$ cat src/hdl/assert_macros.svh
// Assertion macros shared by the keypad scanner modules.
// Needs signals named clock and reset in the including module.
`ifndef ASSERT_MACROS_SVH
`define ASSERT_MACROS_SVH

// Same-cycle implication, checked outside reset.
`define KMS_ASSERT_NOW(label, ante, cons, msg) \
   label: assert property (@(posedge clock) disable iff (reset) (ante) |-> (cons)) else $error(msg);

// Next-cycle implication, checked outside reset.
`define KMS_ASSERT_NEXT(label, ante, cons, msg) \
   label: assert property (@(posedge clock) disable iff (reset) (ante) |=> (cons)) else $error(msg);

`endif

$ cat src/hdl/kms_pkg.sv
// Types, constants and the code correction function for the keypad scanner.
// Used by kms_ctrl, kms_datapath and key_matrix_scan_debounce_top.
package kms_pkg;

   localparam int ROW_W       = 4;
   localparam int COL_W       = 3;
   localparam int CODE_W      = 7;
   localparam int HOLD_W      = 8;
   localparam int MAP_W       = 54;
   localparam int POS_W       = 7;
   localparam int HELD_MAX    = 3;
   localparam int HELD_CNT_W  = 2;
   localparam int KEY_ROW_STRIDE = 10;
   localparam int MAP_STRIDE  = 6;
   localparam int KEY_SPAN    = 6;
   localparam int GAP_ROWS    = 9;
   localparam logic [HOLD_W-1:0] DEBOUNCE_RESET = 8'd3;

   // Missing position of each row; zero means the row has none.
   localparam logic [3:0] ROW_GAP [0:GAP_ROWS-1] = '{
      4'd0, 4'd0, 4'd0, 4'd0, 4'd2, 4'd3, 4'd3, 4'd3, 4'd3
   };

   typedef logic [CODE_W-1:0] code_type;
   typedef logic [HOLD_W-1:0] hold_type;

   typedef struct packed {
      logic [ROW_W-1:0] row_index;
      logic [COL_W-1:0] col_index;
      logic             contact_closed;
      logic             report_enable;
   } req_type;

   typedef struct packed {
      logic             event_valid;
      code_type         key_code;
      logic             is_release;
      code_type         held_key_a;
      code_type         held_key_b;
      code_type         held_key_c;
      logic [MAP_W-1:0] scan_bits;
   } rsp_type;

   typedef enum logic [1:0] {
      ST_IDLE,
      ST_WALK,
      ST_DONE
   } kms_state_type;

   typedef struct packed {
      logic capture;
      logic walk;
      logic finish;
   } kms_cmd_type;

   typedef struct packed {
      logic last_slot;
      logic out_free;
   } kms_status_type;

   // Codes that fall behind a row's missing position move down by one.
   function automatic code_type fix_code(input code_type code);
      code_type lo;
      code_type result;
      result = code;
      for (int r = 0; r < GAP_ROWS; r++) begin
         lo = code_type'(ROW_GAP[r]) + code_type'((r + 1) * KEY_ROW_STRIDE);
         if (ROW_GAP[r] != 4'd0 && code >= lo && code < lo + code_type'(KEY_SPAN)) begin
            result = code - code_type'(1);
         end
      end
      return result;
   endfunction

endpackage

$ cat src/hdl/key_matrix_scan_debounce_top.sv
// Channel   Handshake            Payload
// req       req_valid/req_stall  req_item  (kms_pkg::req_type)
// rsp       rsp_valid/rsp_stall  rsp_item  (kms_pkg::rsp_type)
// csr       csr_wr_en            csr_wr_data (debounce threshold)
//
// Each item passes through a capture, a walk over every slot of the table, and a
// load of the output register.
// The load waits while the output register is full and stalled; a new
// item is taken while a finished result still waits downstream.
// On reset the slot table and scan bitmap clear and the threshold goes to 3.
// Depends on kms_pkg, kms_ctrl and kms_datapath.
module key_matrix_scan_debounce_top #(
   parameter int ROWS       = 9,
   parameter int COLS       = 6,
   parameter int SLOTS      = 4,
   parameter int BIT_OFFSET = 0
) (
   input  logic                       clock,
   input  logic                       reset,
   input  logic                       req_valid,
   output logic                       req_stall,
   input  kms_pkg::req_type           req_item,
   output logic                       rsp_valid,
   input  logic                       rsp_stall,
   output kms_pkg::rsp_type           rsp_item,
   input  logic                       csr_wr_en,
   input  logic [kms_pkg::HOLD_W-1:0] csr_wr_data
);
   import kms_pkg::*;

   kms_cmd_type    cmd;
   kms_status_type status;

   kms_ctrl u_ctrl (
      .clock     (clock),
      .reset     (reset),
      .req_valid (req_valid),
      .req_stall (req_stall),
      .status    (status),
      .cmd       (cmd)
   );

   kms_datapath #(
      .ROWS       (ROWS),
      .COLS       (COLS),
      .SLOTS      (SLOTS),
      .BIT_OFFSET (BIT_OFFSET)
   ) u_datapath (
      .clock       (clock),
      .reset       (reset),
      .req_item    (req_item),
      .rsp_stall   (rsp_stall),
      .rsp_valid   (rsp_valid),
      .rsp_item    (rsp_item),
      .csr_wr_en   (csr_wr_en),
      .csr_wr_data (csr_wr_data),
      .cmd         (cmd),
      .status      (status)
   );

endmodule

$ cat src/hdl/kms_ctrl.sv
// Sequencer for the keypad scanner: capture, slot walk, result load.
// Depends on kms_pkg and assert_macros.svh.
`include "assert_macros.svh"

module kms_ctrl (
   input  logic                    clock,
   input  logic                    reset,
   input  logic                    req_valid,
   output logic                    req_stall,
   input  kms_pkg::kms_status_type status,
   output kms_pkg::kms_cmd_type    cmd
);
   import kms_pkg::*;

   kms_state_type state_ff, state_in;

   always_ff @(posedge clock) begin
      if (reset) begin
         state_ff <= ST_IDLE;
      end else begin
         state_ff <= state_in;
      end
   end

   always_comb begin
      state_in  = state_ff;
      cmd       = '0;
      req_stall = reset || (state_ff != ST_IDLE);
      case (state_ff)
         ST_IDLE: begin
            if (req_valid && !req_stall) begin
               cmd.capture = 1'b1;
               state_in    = ST_WALK;
            end
         end
         ST_WALK: begin
            cmd.walk = 1'b1;
            if (status.last_slot) begin
               state_in = ST_DONE;
            end
         end
         ST_DONE: begin
            // Hold the finished item until the output register can take it.
            if (status.out_free) begin
               cmd.finish = 1'b1;
               state_in   = ST_IDLE;
            end
         end
         default: begin
            state_in = ST_IDLE;
         end
      endcase
   end

   `KMS_ASSERT_NEXT(a_capture_walks, cmd.capture, state_ff == ST_WALK, "capture did not start the slot walk")
   `KMS_ASSERT_NEXT(a_last_slot_done, cmd.walk && status.last_slot, state_ff == ST_DONE, "walk did not end after the last slot")

endmodule

$ cat src/hdl/kms_datapath.sv
// Slot table, scan bitmap, threshold register and output register.
// Depends on kms_pkg and assert_macros.svh; driven by kms_ctrl commands.
`include "assert_macros.svh"

module kms_datapath #(
   parameter int ROWS       = 9,
   parameter int COLS       = 6,
   parameter int SLOTS      = 4,
   parameter int BIT_OFFSET = 0
) (
   input  logic                       clock,
   input  logic                       reset,
   input  kms_pkg::req_type           req_item,
   input  logic                       rsp_stall,
   output logic                       rsp_valid,
   output kms_pkg::rsp_type           rsp_item,
   input  logic                       csr_wr_en,
   input  logic [kms_pkg::HOLD_W-1:0] csr_wr_data,
   input  kms_pkg::kms_cmd_type       cmd,
   output kms_pkg::kms_status_type    status
);
   import kms_pkg::*;

   localparam int SLOT_W = (SLOTS > 1) ? $clog2(SLOTS) : 1;
   localparam logic [ROW_W-1:0] ROW_LIMIT = ROW_W'(ROWS);
   localparam logic [COL_W-1:0] COL_LIMIT = COL_W'(COLS);

   code_type slot_key_ff  [0:SLOTS-1];
   code_type slot_key_in  [0:SLOTS-1];
   hold_type slot_hold_ff [0:SLOTS-1];
   hold_type slot_hold_in [0:SLOTS-1];
   code_type held_ff      [0:HELD_MAX-1];
   code_type held_in      [0:HELD_MAX-1];

   logic [MAP_W-1:0]      map_ff, map_in;
   hold_type              debounce_ff, debounce_in;
   req_type               item_ff, item_in;
   code_type              key_ff, key_in;
   logic                  in_range_ff, in_range_in;
   logic [SLOT_W-1:0]     slot_idx_ff, slot_idx_in;
   logic                  tracked_ff, tracked_in;
   logic                  free_found_ff, free_found_in;
   logic [SLOT_W-1:0]     free_idx_ff, free_idx_in;
   code_type              code_ff, code_in;
   logic                  release_ff, release_in;
   logic [HELD_CNT_W-1:0] nheld_ff, nheld_in;
   rsp_type               rsp_ff, rsp_in;
   logic                  rsp_valid_ff, rsp_valid_in;

   hold_type          thr;
   code_type          cur_key;
   hold_type          cur_hold;
   code_type          cur_fixed;
   hold_type          hold_inc;
   logic              key_match;
   logic              validated;
   logic              event_hit;
   logic              req_in_range;
   logic [POS_W-1:0]  bit_pos;

   assign thr       = (debounce_ff == '0) ? hold_type'(1) : debounce_ff;
   assign cur_key   = slot_key_ff[slot_idx_ff];
   assign cur_hold  = slot_hold_ff[slot_idx_ff];
   assign cur_fixed = fix_code(cur_key);
   assign hold_inc  = cur_hold + hold_type'(1);
   assign key_match = (cur_key == key_ff);
   assign validated = (cur_hold >= thr);
   assign event_hit = item_ff.report_enable && (code_ff != '0);

   assign req_in_range = (req_item.row_index < ROW_LIMIT) && (req_item.col_index < COL_LIMIT);
   assign bit_pos = POS_W'(req_item.row_index) * POS_W'(MAP_STRIDE)
                    + POS_W'(req_item.col_index) + POS_W'(BIT_OFFSET);

   assign status.last_slot = (slot_idx_ff == SLOT_W'(SLOTS - 1));
   assign status.out_free  = !rsp_valid_ff || !rsp_stall;
   assign rsp_valid        = rsp_valid_ff;
   assign rsp_item         = rsp_ff;

   always_comb begin
      slot_key_in   = slot_key_ff;
      slot_hold_in  = slot_hold_ff;
      held_in       = held_ff;
      map_in        = map_ff;
      debounce_in   = csr_wr_en ? csr_wr_data : debounce_ff;
      item_in       = item_ff;
      key_in        = key_ff;
      in_range_in   = in_range_ff;
      slot_idx_in   = slot_idx_ff;
      tracked_in    = tracked_ff;
      free_found_in = free_found_ff;
      free_idx_in   = free_idx_ff;
      code_in       = code_ff;
      release_in    = release_ff;
      nheld_in      = nheld_ff;
      rsp_in        = rsp_ff;
      rsp_valid_in  = rsp_valid_ff && rsp_stall;

      if (cmd.capture) begin
         item_in       = req_item;
         key_in        = code_type'(req_item.row_index) * code_type'(KEY_ROW_STRIDE)
                         + code_type'(KEY_ROW_STRIDE) + code_type'(req_item.col_index)
                         + code_type'(1);
         in_range_in   = req_in_range;
         slot_idx_in   = '0;
         tracked_in    = 1'b0;
         free_found_in = 1'b0;
         free_idx_in   = '0;
         code_in       = '0;
         release_in    = 1'b0;
         nheld_in      = '0;
         for (int h = 0; h < HELD_MAX; h++) begin
            held_in[h] = '0;
         end
         // A sample at the first row and column starts a new scan.
         if (req_item.row_index == '0 && req_item.col_index == '0) begin
            map_in = '0;
         end
         if (req_in_range && req_item.contact_closed && bit_pos < POS_W'(MAP_W)) begin
            map_in = map_in | (MAP_W'(1) << bit_pos);
         end
      end

      if (cmd.walk) begin
         slot_idx_in = slot_idx_ff + SLOT_W'(1);
         if (in_range_ff) begin
            if (item_ff.contact_closed) begin
               if (key_match) begin
                  tracked_in = 1'b1;
                  if (!validated) begin
                     slot_hold_in[slot_idx_ff] = hold_inc;
                     if (hold_inc == thr) begin
                        code_in = cur_fixed;
                     end
                  end
               end else if (validated && nheld_ff != HELD_CNT_W'(HELD_MAX)) begin
                  held_in[nheld_ff] = cur_fixed;
                  nheld_in          = nheld_ff + HELD_CNT_W'(1);
               end
               if (!free_found_ff && cur_hold == '0) begin
                  free_found_in = 1'b1;
                  free_idx_in   = slot_idx_ff;
               end
            end else begin
               if (key_match && validated) begin
                  code_in                   = cur_fixed;
                  release_in                = 1'b1;
                  slot_hold_in[slot_idx_ff] = '0;
                  slot_key_in[slot_idx_ff]  = '0;
               end else if (validated && nheld_ff != HELD_CNT_W'(HELD_MAX)) begin
                  held_in[nheld_ff] = cur_fixed;
                  nheld_in          = nheld_ff + HELD_CNT_W'(1);
               end
            end
         end
      end

      if (cmd.finish) begin
         // An untracked closed key claims the first slot with a zero count.
         if (in_range_ff && item_ff.contact_closed && !tracked_ff && free_found_ff) begin
            slot_key_in[free_idx_ff] = key_ff;
         end
         rsp_in.event_valid = event_hit;
         rsp_in.key_code    = event_hit ? code_ff : '0;
         rsp_in.is_release  = event_hit && release_ff;
         rsp_in.held_key_a  = event_hit ? held_ff[0] : '0;
         rsp_in.held_key_b  = event_hit ? held_ff[1] : '0;
         rsp_in.held_key_c  = event_hit ? held_ff[2] : '0;
         rsp_in.scan_bits   = map_ff;
         rsp_valid_in       = 1'b1;
      end
   end

   always_ff @(posedge clock) begin
      if (reset) begin
         for (int s = 0; s < SLOTS; s++) begin
            slot_key_ff[s]  <= '0;
            slot_hold_ff[s] <= '0;
         end
         map_ff       <= '0;
         debounce_ff  <= DEBOUNCE_RESET;
         rsp_valid_ff <= 1'b0;
         slot_idx_ff  <= '0;
      end else begin
         slot_key_ff  <= slot_key_in;
         slot_hold_ff <= slot_hold_in;
         map_ff       <= map_in;
         debounce_ff  <= debounce_in;
         rsp_valid_ff <= rsp_valid_in;
         slot_idx_ff  <= slot_idx_in;
      end
   end

   always_ff @(posedge clock) begin
      held_ff       <= held_in;
      item_ff       <= item_in;
      key_ff        <= key_in;
      in_range_ff   <= in_range_in;
      tracked_ff    <= tracked_in;
      free_found_ff <= free_found_in;
      free_idx_ff   <= free_idx_in;
      code_ff       <= code_in;
      release_ff    <= release_in;
      nheld_ff      <= nheld_in;
      rsp_ff        <= rsp_in;
   end

   `KMS_ASSERT_NEXT(a_finish_loads_output, cmd.finish, rsp_valid_ff, "finished item did not reach the output register")
   `KMS_ASSERT_NOW(a_quiet_without_event, rsp_valid_ff && !rsp_ff.event_valid, rsp_ff.key_code == '0 && rsp_ff.held_key_a == '0 && !rsp_ff.is_release, "fields set on a result without an event")

endmodule

$ cat config.mk
export PLATFORM = sky130hd
export DESIGN_NAME = key_matrix_scan_debounce_top
export DESIGN_NICKNAME = d
export VERILOG_FILES = /design/src/hdl/kms_pkg.sv /design/src/hdl/key_matrix_scan_debounce_top.sv /design/src/hdl/kms_ctrl.sv /design/src/hdl/kms_datapath.sv
export VERILOG_INCLUDE_DIRS = /design/src /design/src/hdl
export SDC_FILE = /design/constraint.sdc
export NUM_CORES = 1
export LEC_CHECK = 0
export BUFFER_PORTS_ARGS = -buffer_cell sky130_fd_sc_hd__buf_2
export CORE_ASPECT_RATIO = 1.75
export CORE_MARGIN = 2
export CORE_UTILIZATION = 56
export DETAILED_ROUTE_END_ITERATION = 10
export PLACE_DENSITY = 0.85
export SLEW_MARGIN = 20
export SYNTH_ARGS = -nofsm -noshare
export SYNTH_HDL_FRONTEND = slang
export SYNTH_SLANG_ARGS = --single-unit
export TNS_END_PERCENT = 20
$ cat constraint.sdc
create_clock -name clock -period 8.1 [get_ports clock]
set_clock_uncertainty 0.1 [all_clocks]
set_input_delay 0.81 -clock clock [delete_from_list [all_inputs] [get_ports clock]]
set_output_delay 0.81 -clock clock [all_outputs]
set_load 0.02 [all_outputs]
[Word level (Yosys, flattened, before mapping)]
Cells that the tools add are included.
Storage, ports and cells
  register bits after elaboration: 256
  output and inout port bits: 86
  word-level logic and storage cells: 213
Cells by class
  add/subtract/negate cells: 8
  multipliers: 2
  magnitude comparators: 20
  equality and inequality tests: 11
  shifts and indexed selects: 1
  muxes and demuxes: 90
  bitwise logic cells: 8
  reductions and logical operators: 40
Operators by type and width (count)
  $mux W28: 6
  $mux W54: 3
  $mux W21: 7
  $mux W32: 4
  $mux W7: 18
  $or A54 B54 Y54: 1
  $shl A1 B7 Y54 const A: 1
  $demux W7 S2: 3
  $mux W2: 17
  $and A32 B32 Y32: 1
  $bwmux W32: 1
  $mux W8: 4
  $not A32 Y32: 1
  $and A28 B28 Y28: 1
  $bwmux W28: 1
  $lt A7 B7 Y1 const B: 4
  $not A28 Y28: 1
  $logic_and A1 B1 Y1: 22
  $bwmux W21: 1
  $ge A7 B7 Y1 const B: 3
  $mux W1: 21
  $bmux W8 S2: 1
  $demux W8 S2: 1
  $logic_not A8 Y1: 2
  33 further kinds: 55

[Longest topological paths before layout]
  word-level depth: 17
  gate-level depth with buffers: 13
  depth with buffers taken out: 10

[Hierarchy]
A second synthesis with hierarchy kept.
Second synthesis, totals
  cells, all modules: 916
  area total of the unflattened synthesis: 10956.8 µm²
By module, submodules not included
  kms_datapath: times used 1, cells an instance 903, area an instance 10854.2 µm²
  kms_ctrl: times used 1, cells an instance 13, area an instance 102.6 µm²

[Worst setup path after synthesis]
Ideal clock, no wire load.
  path kind: input-to-reg
  start: input rsp_stall
  end: register u_datapath.slot_key_ff[10] (netlist bit)
  arrival: 6.590 ns
  path slack: 1.283 ns
  stages on the path: 6
  path buffers: 0
  cells stage by stage: a21oi_1 nand4_1 nor3_1 a31oi_1 a22oi_1 nor2_1
On the way
  longest elaborated chain between the ends: 5
Ends and longest elaborated chain
  start: declaration: line key_matrix_scan_debounce_top.sv:24  | input logic rsp_stall,
  $logic_not A1 Y1: line kms_datapath.sv:75  | assign status.out_free = !rsp_valid_ff || !rsp_stall;
  $logic_or A1 B1 Y1: line kms_datapath.sv:75
  $mux W1: line kms_ctrl.sv:44  | if (status.out_free) begin
  $mux W1: line kms_ctrl.sv:29  | case (state_ff)
  $mux W28: line kms_datapath.sv:157  | if (cmd.finish) begin
  end signal: assignment: line kms_datapath.sv:184  | slot_key_ff <= slot_key_in;
  end: declaration: line kms_datapath.sv:28  | code_type slot_key_ff [0:SLOTS-1];
Every way passes these cells.
A chain may end at the register's enable or synchronous reset.

[Worst setup path after layout]
  start: register u_datapath.slot_idx_ff[1]
  end: register u_datapath.code_ff[2]
On the way
  longest elaborated chain between the ends: 17
  elaborated cells on any way between the ends: 40
  classes of those cells: add/sub (2); order compare (11); eq/ne (2); mux (18); bitwise (1); reduce/logical (6)
Ends and longest elaborated chain
  start: declaration: line kms_datapath.sv:40  | logic [SLOT_W-1:0] slot_idx_ff, slot_idx_in;
  start signal: assignment: line kms_datapath.sv:189  | slot_idx_ff <= slot_idx_in;
  $not A2 Y3 (not written as such) *: line kms_datapath.sv:62, kms_datapath.sv:63
  $bmux W7 S2: line kms_datapath.sv:62  | assign cur_key = slot_key_ff[slot_idx_ff];
  $mux W7 (not written as such) (2 in series): line kms_datapath.sv:62
  $ge A7 B6 Y1 / $lt A7 B6 Y1 (equally long branches): line kms_pkg.sv:68  | if (ROW_GAP[r] != 4'd0 && code >= lo && code < lo + code_type'(KEY_SPAN)) begin
  $logic_and A1 B1 Y1: line kms_pkg.sv:68
  $mux W7 (5 in series): line kms_pkg.sv:68
  $mux W7: line kms_datapath.sv:131  | if (hold_inc == thr) begin
  $mux W7: line kms_datapath.sv:129  | if (!validated) begin
  $mux W7: line kms_datapath.sv:127  | if (key_match) begin
  $mux W7 *: line kms_datapath.sv:126  | if (item_ff.contact_closed) begin
  $mux W7 *: line kms_datapath.sv:125  | if (in_range_ff) begin
  $mux W7 *: line kms_datapath.sv:123  | if (cmd.walk) begin
  net u_datapath.code_in[2]: line kms_datapath.sv:44  | code_type code_ff, code_in;
  end signal: assignment: line kms_datapath.sv:201  | code_ff <= code_in;
  end: declaration: line kms_datapath.sv:44
Mark *: on every way through the listed nets, which the timed path passes. The rest lies on a longest branch. The select of a mux whose other input is x is not followed.

==> results.toml <==
[run_status]
outcome = "completed"

[timing]
period_share = 0.533
relSlewSlack = 0.281
setup_ws_ns = 3.78
whs_ns = 0.328
fin_crit_ns = 4.32
clock.fmax_ghz = 0.232
setup_viol = 0
rsz0062_at_grt = "false"
slew_violations = 0
worst_pin_slew_ns = 1.08
tns_ns = 0
hold_violations = 0

[die]
ios = 108
fp.dieH_um = 190
die_w_um = 111
fp-row-count = 68
start_util = 0.569
coreArea_um2 = 19600
die_area_um2 = 21100

[worst_setup_path]
max_stage_delay_ns = 0.98
rr_endpoint = "u_datapath.code_ff[2]"
path_class = "reg2reg"
rrSetupSlack_ns = 3.78
startpoint_type = "flop"
worst_path_max_delay_cell = "dfxtp_1"
reg2regPathDepth = 10
worstPathRequired_ns = 8.43
rr_startpoint = "u_datapath.slot_idx_ff[1]"
startpoint = "u_datapath.slot_idx_ff[1]"
worst-path-max-fanout = 23
critPathArrivalTime_ns = 4.65
cp-endpoint = "u_datapath.code_ff[2]"
endpoint_kind = "flop"
crit_chain = "mux4_2 > inv_1 > ha_1 > nand2b_1 > a211oi_1 > o211ai_1 > a2111oi_0 > nand4_1 > o41ai_4 > mux2i_1"

[synthesis]
synth-simple-area-share = 0.163
ys_seq_area_frac = 0.545
synth_cells = 1050
synth.net_count = 1116
post_synth_num_cell_types = 51
syn_avg_cell_area_um2 = 10.6
synth-xor-area-share = 0.0288
synth_top_family_by_area = "simple AND/OR/NAND/NOR gates"
synthAdderAreaFrac = 0.0522
ys_warn_count = 0
synth_edf_count = 94
synth-seq-cells = 256
synthMuxAreaShare = 0.0926
synth_async_sr_flop_share = 0
syn_area_um2 = 11100
ys.flop_type = "dfxtp_1"
synth-compound-area-share = 0.0851

[cts]
cts_buffers = 22
cts_buffer_depth = 3
root_buffer = "clkbuf_16"
cts_hold_buf = 0
htree_levels = 1
clk_pin_slew_ns = 0.07
numClockSinks = 256
cts_resized = 0
cts_setup_buffers = 0
clk_latency_ns = 0.52
cts_tree = "done"

[worst_hold_path]
hold_class = "reg2reg"

[global_route]
grt_pass1_wl_um = 41000
grt_max_degree = 73
antenna_found_initial = 0
groute.usage.overall = 0.242
first_global_vias = 8057
grt_overflow_total = 0

[drt]
drc_errors = 0
drtIter0Drc = 396
ant_nets = 0
wire_per_inst_um = 18.3
via_per_inst = 5.74
vias = 8055
dr.pass1.iters = 5
finalWirelength_um = 25700

[layout]
fillers = 1549
fin_nets = 1209
finalNonFillerCells = 1404
design_area_um2 = 12600
area_growth_pct = 13.2
fin_util = 0.643
final_layout_size_suffix_gt1_frac = 0.154
antennaDiodeCount = 0

[pwr]
powerDensity_nw_per_um2 = 202
p_leak_nw = 4.89
ir_drop_mv = 0.187
power.total_mw = 2.55

[place]
place_ws_ns = 3.74
place_area_um2 = 11900
gp_routability_congestion = 0.945
dpl.hpwl_um = 18300
dp_cells = 1362
portBuffers = 107

[job]
max_cap_viol_count = 0
[synthesized netlist by cell type, types with 37 or more instances]
master | count | area share
a21oi_1 | 50 | 0.022
and2_1 | 37 | 0.021
clkbuf_1 | 44 | 0.015
dfxtp_1 | 162 | 0.29
edfxtp_1 | 94 | 0.25
ha_1 | 40 | 0.045
inv_1 | 42 | 0.014
mux2i_1 | 68 | 0.061
nand2_1 | 121 | 0.041
nand3_1 | 41 | 0.018
nor2_1 | 94 | 0.032
nor3_1 | 48 | 0.022
[layout make-up]
type                            instances  area [um^2]  share of cell area
Sequential cell                       256         6070               0.482
Multi-Input combinational cell        700         4710               0.374
Timing Repair Buffer                  121          643              0.0511
Clock buffer                           24          568              0.0451
Tap cell                              245          307              0.0243
Inverter                               42          158              0.0125
Clock inverter                         16          139              0.0110
[routing by layer]
layer / vias to the layer above / share of wire / GRT usage
met5: - / 0 / 0
met4: 0 / 0.070 / 0.161
met3: 93 / 0.043 / 0.0324
met2: 262 / 0.53 / 0.449
met1: 3802 / 0.36 / 0.253
li1: 3898 / - / -
[worst min path at each step]
stage	cells after the start	slack [ns]	from	endpoint
2_1_floorplan	0	0.31	u_datapath.map_ff[0]	u_datapath.rsp_item[0]
3_3_place_gp	0	0.31	u_datapath.map_ff[21]	u_datapath.rsp_item[21]
3_5_place_dp	0	0.32	u_datapath.map_ff[47]	u_datapath.rsp_item[47]
4_1_cts	0	0.33	u_datapath.map_ff[21]	u_datapath.rsp_item[21]
5_1_grt	0	0.34	u_datapath.map_ff[21]	u_datapath.rsp_item[21]
6_report	0	0.33	u_datapath.map_ff[21]	u_datapath.rsp_item[21]
[layout by cell type (no fill, tap or decap), types with 3 or more instances in the layout]
| cell | n |
|---|---|
| dfxtp_1 | 162 |
| clkinv_2 | 3 |
| nor2b_1 | 12 |
| o21ai_0 | 25 |
| xor2_1 | 11 |
| mux2i_1 | 68 |
| ha_1 | 40 |
| fa_1 | 4 |
| and2_1 | 37 |
| clkbuf_16 | 22 |
| nand4_1 | 15 |
| buf_4 | 13 |
| xnor2_1 | 23 |
| clkinvlp_4 | 5 |
| o211ai_1 | 9 |
| o31ai_1 | 3 |
| mux4_2 | 15 |
| inv_1 | 42 |
| nand3_1 | 41 |
| a21oi_1 | 49 |
| a31oi_1 | 8 |
| nor4_1 | 8 |
| nor2_1 | 94 |
| clkinv_1 | 4 |
| nor3_1 | 48 |
| edfxtp_1 | 94 |
| nand2_1 | 121 |
| buf_2 | 106 |
| nand2b_1 | 3 |
| a211oi_1 | 4 |
| a22oi_1 | 30 |
| a21o_1 | 4 |
[cell families (layout without fill, tap and decap cells)]
logic type | Yosys count | in the layout
AO/OA/AOI/OAI | 148 | 148
XOR/XNOR | 35 | 35
adder cells (fa/ha/maj) | 44 | 44
buffers and inverters | 94 | 203
flip-flops | 256 | 256
multiplexers | 84 | 84
AND/OR/NAND/NOR | 389 | 389
[registers in the layout, summed over array words and instances (netlist names), 7 cells and up]
name	flops
u_datapath.key_ff	7
u_datapath.code_ff	7
u_datapath.map_ff	54
u_datapath.slot_hold_ff	32
u_datapath.slot_key_ff	28
u_datapath.rsp_item	84
u_datapath.debounce_ff	8
u_datapath.held_ff	21
[worst max-delay path: cells and delay by family, from the launching register on]
family | cells | cell delay, ns
AO/OA/AOI/OAI | 4 | 1.69
flip-flops | 1 | 0.98
multiplexers | 2 | 0.74
AND/OR/NAND/NOR | 2 | 0.39
adder cells (fa/ha/maj) | 1 | 0.24
buffers and inverters | 1 | 0.11
[power by group]
| part | leakage, nW | switching (mW) | total (mW) | internal [mW] |
|---|---|---|---|---|
| combinational | 2.32 | 0.118 | 0.176 | 0.0579 |
| clock | 0.330 | 0.476 | 1.02 | 0.548 |
| sequential | 2.24 | 0.0143 | 1.35 | 1.34 |
Power figures use the tool's default switching activity.
